===== src/rtl/maze_carver_dfs_top_macros.svh =====
// Assertion macros shared by the maze carver RTL.
`ifndef MAZE_CARVER_DFS_TOP_MACROS_SVH
`define MAZE_CARVER_DFS_TOP_MACROS_SVH

// Plain property, checked on every rising clock edge outside reset.
`define MCD_ASSERT(lbl, prop, msg) \
  lbl: assert property (@(posedge clk_i) disable iff (!rst_ni) (prop)) else $error(msg);

// Same-cycle implication, checked outside reset.
`define MCD_ASSERT_IMP(lbl, ante, cons, msg) \
  lbl: assert property (@(posedge clk_i) disable iff (!rst_ni) (ante) |-> (cons)) else $error(msg);

`endif


===== src/rtl/mcd_ram.sv =====
// Generic single-write, single-read RAM with registered read data.
module mcd_ram #(
  parameter int WIDTH = 8,
  parameter int DEPTH = 256
) (
  input  logic                     clk_i,
  input  logic                     we_i,
  input  logic [$clog2(DEPTH)-1:0] waddr_i,
  input  logic [WIDTH-1:0]         wdata_i,
  input  logic                     re_i,
  input  logic [$clog2(DEPTH)-1:0] raddr_i,
  output logic [WIDTH-1:0]         rdata_o
);

  logic [WIDTH-1:0] mem_q [DEPTH];
  logic [WIDTH-1:0] rdata_q;

  always_ff @(posedge clk_i) begin
    if (we_i) begin
      mem_q[waddr_i] <= wdata_i;
    end
    if (re_i) begin
      rdata_q <= mem_q[raddr_i];
    end
  end

  assign rdata_o = rdata_q;

endmodule


===== config.mk =====
export PLATFORM = sky130hd
export DESIGN_NAME = mcd_ram
export DESIGN_NICKNAME = d
export VERILOG_FILES = /design/src/rtl/maze_carver_dfs_top_macros.svh /design/src/rtl/mcd_ram.sv
export SDC_FILE = /design/constraint.sdc
export NUM_CORES = 2
export LEC_CHECK = 0
export BUFFER_PORTS_ARGS = -buffer_cell sky130_fd_sc_hd__buf_4
export CORE_ASPECT_RATIO = 1.2
export CORE_MARGIN = 4
export CORE_UTILIZATION = 55
export CTS_CLUSTER_SIZE = 10
export DETAILED_ROUTE_END_ITERATION = 7
export HOLD_SLACK_MARGIN = 0.03
export PLACE_DENSITY = 0.73
export SETUP_SLACK_MARGIN = 0.05
export SLEW_MARGIN = 20
export SYNTH_ARGS = -nofsm -noshare
export SYNTH_HDL_FRONTEND = slang
export SYNTH_SLANG_ARGS = --single-unit

===== constraint.sdc =====
create_clock -name clk_i -period 7.65 [get_ports clk_i]
set_input_delay 1.53 -clock clk_i [delete_from_list [all_inputs] [get_ports clk_i]]
set_output_delay 1.53 -clock clk_i [all_outputs]
set_load 0.05 [all_outputs]

==> summary.txt <==
number of global-route vias before repair -> 39662
fin crit period -> 5.008 ns
max-slew violations -> 0
largest family of logic cells by synthesized area -> multiplexers
CP Launch Type -> input pin
CTS H-Tree Depth -> 4
Crit path required time -> 8.19 ns
Vias/cell -> 6.741
Async SR Flop Fraction -> 0%
Post-Synthesis Mean Instance Area -> 21.33 um2
Synth Area in Adders -> 0%
Boundary Pins -> 35
Synth Cell Area -> 79640 um2
first-pass GRT wire length -> 278.4 mm
Clock Sinks -> 2056
P_sw -> 4.711 mW
Final Wtd Congestion -> 0.8613
Chip Width -> 355.4 um
Root Driver -> clkbuf_16
Avg WL per Cell -> 32.72 um
initial antenna violation count -> 10
Peak VDD IR -> 0.1942 mV
post-synthesis mux area share -> 14.60%
CTS Buf Count -> 223
pin count of the biggest net entering global routing -> 203
share of layout cells above drive strength 1 -> 21.64%
cts hold-fix bufs -> 0
Comb power frac -> 4.8%
commonest register cell after synthesis -> edfxtp_1
std cell rows -> 152
port buffer count -> 34
aggregate negative setup slack -> 0 ns
fmax -> 199.7 MHz
core area -> 143400 um2
final global-route overflow total -> 0
Clock Skew -> 0.03266 ns
P_leak -> 26.79 nW
CTS tree -> built
Seq/Total Area, Yosys -> 77.53%
Switching Fraction -> 20.74%
cell count after synthesis -> 3733
Max clock buf depth -> 3
die area -> 151000 um2
chip height -> 424.8 um
max cap viols -> 0
Hold Vio Cnt, Final -> 0
post-route ant nets -> 0
Synth Area in XOR/XNOR -> 0%
initial drt markers -> 5679
CTS clock-pin slew for the worst setup and hold paths -> 0.06 ns
RSZ-0062 raised after global routing -> false
PwrDens -> 259.2 nW/um2
Clock Latency Late Sink -> 0.85 ns
clock network fraction of total power -> 40.3%
Hold WC Path Type -> register to register
Routed WL -> 189.2 mm
DPL Wire Length -> 112.6 mm
final cell count without fillers -> 5783
postcts setup bufs -> 0
syn_nets -> 3760
classification of the worst setup path -> input pin to register
Worst Path Arrival -> 5.55 ns
sequential power share -> 54.8%
DP Cell Count -> 5539
crit end category -> register
Synth Area in Simple Gates -> 2.625%
Initial Util -> 55.54%
Synth-to-Final Area Change -> 10.05%
DRT Pass-1 Iters -> 6
fin nets -> 3866
all-layer global routing usage -> 25.44%
PostCTS Resize Cnt -> 0
#FFs+latches synth -> 2056
Internal Power -> 18.00 mW
final setup fails -> 0
Distinct cells, synth -> 54
final period utilization -> 65.47%
worst-margin pin slew -> 1.178 ns
yosys synthesis warning count -> 0
Slew HR -> 19.47%
vias -> 38983
Max FO, Critical Path -> 58
number of flops mapped to enable cells by yosys -> 2056
status -> complete, no violations
DR DRC count -> 0
complex-gate fraction of the synthesized area -> 3.416%
## cell families (layout without fill, tap and decap cells)
kind of cell / after synthesis / count (layout)
AO/OA/AOI/OAI: 385 / 385
buffers and inverters: 235 / 356
flip-flops: 2056 / 2056
multiplexers: 591 / 591
other: 0 / 4
AND/OR/NAND/NOR: 466 / 466
## registers in the layout, summed over array words and instances (netlist names)
name / cells
mem_q: 2048
rdata_o: 8
## power groups by stage
stage               sequential, mW  combinational [mW]  clock, mW
detailed placement            12.7                1.09          0
global route                  12.4                1.15       9.75
global placement              12.7                1.07          0
finish                        12.5                1.09       9.16
CTS                           12.5                1.09       9.23
floorplan                     12.7               0.603          0
## cell usage in the layout (no fill, tap or decap), types with 16 or more instances in the layout
cell,n
o22ai_1,28
mux4_2,454
nand2_1,32
buf_4,92
nor3_1,21
a211oi_1,16
nand3_1,34
edfxtp_1,2056
a22oi_1,133
mux2i_1,134
nor2b_1,28
nor4_1,16
a21oi_1,96
clkbuf_16,228
nor2_1,279
o221ai_1,46
## metal layers
layer	up-vias	routed length (um)	GRT usage, %
li1	15775	-	-
met1	20371	68840	35.23
met2	2422	92830	40.32
met3	409	20280	6.038
met4	6	7222	8.985
met5	-	30	0
## through the flow
step	power [mW]	util, %	setup WS [ns]	instance area, um2	hold slack [ns]
floorplan	13.29	-	4.044	79640	0.8642
global placement	13.75	56.98	1.579	81710	1.024
finish	22.71	61.12	2.642	87640	1.042
global route	23.34	61.11	2.445	87630	1.055
detailed placement	13.77	57.01	1.771	81750	1.039
CTS	22.78	61.10	2.665	87620	1.047
## cell usage after synthesis, drive strengths merged, types with 4 or more instances
library cell / n / area [um2]
a2111oi: 5 / 52.55
a211oi: 16 / 120.1
a21oi: 96 / 480.5
a221oi: 14 / 128.9
a22o: 8 / 70.07
a22oi: 133 / 998.5
and2: 6 / 37.54
buf: 122 / 1032
clkbuf: 111 / 416.7
edfxtp: 2056 / 61740
mux2i: 134 / 1341
mux4: 456 / 10280
nand2: 33 / 123.9
nand2b: 8 / 50.05
nand3: 34 / 170.2
nand4: 10 / 62.56
nor2: 282 / 1059
nor2b: 31 / 193.9
nor3: 22 / 110.1
nor4: 27 / 187.7
o211ai: 10 / 75.07
o21ai: 12 / 60.06
o221ai: 47 / 417.9
o22a: 5 / 43.79
o22ai: 28 / 175.2
o32ai: 5 / 51.30
or2: 4 / 25.02
## critical path: stages
cell and delay [ns]:
buf_8 0.56, buf_4 0.69, mux4_2 0.59, a22o_1 0.26, a221oi_1 0.53, o32ai_1 0.29
nor3_1 0.89, nor4_1 0.12
## cell type report
cell class	instances	area, um2
Antenna cell	4	10.01
Tap cell	1925	2409
Sequential cell	2056	61740
Timing Repair Buffer	114	1067
Clock inverter	10	158.9
Multi-Input combinational cell	1442	16540
Clock buffer	230	5713
Inverter	2	7.507
Fill cell	9624	55750
## path summary, 6_finish.rpt
check / slack, ns / depth (start not counted) / to / start
worst max-delay path: 2.64 / 8 / rdata_o[3]$_DFFE_PP_ / raddr_i[0]
worst min-delay path: 1.04 / 6 / rdata_o[5]$_DFFE_PP_ / mem_q[32][5]$_DFFE_PP_
worst max register to register: 4.40 / 6 / rdata_o[3]$_DFFE_PP_ / mem_q[210][3]$_DFFE_PP_
worst min register to register: 1.04 / 6 / rdata_o[5]$_DFFE_PP_ / mem_q[32][5]$_DFFE_PP_
(Power assumes the default switching activity.)
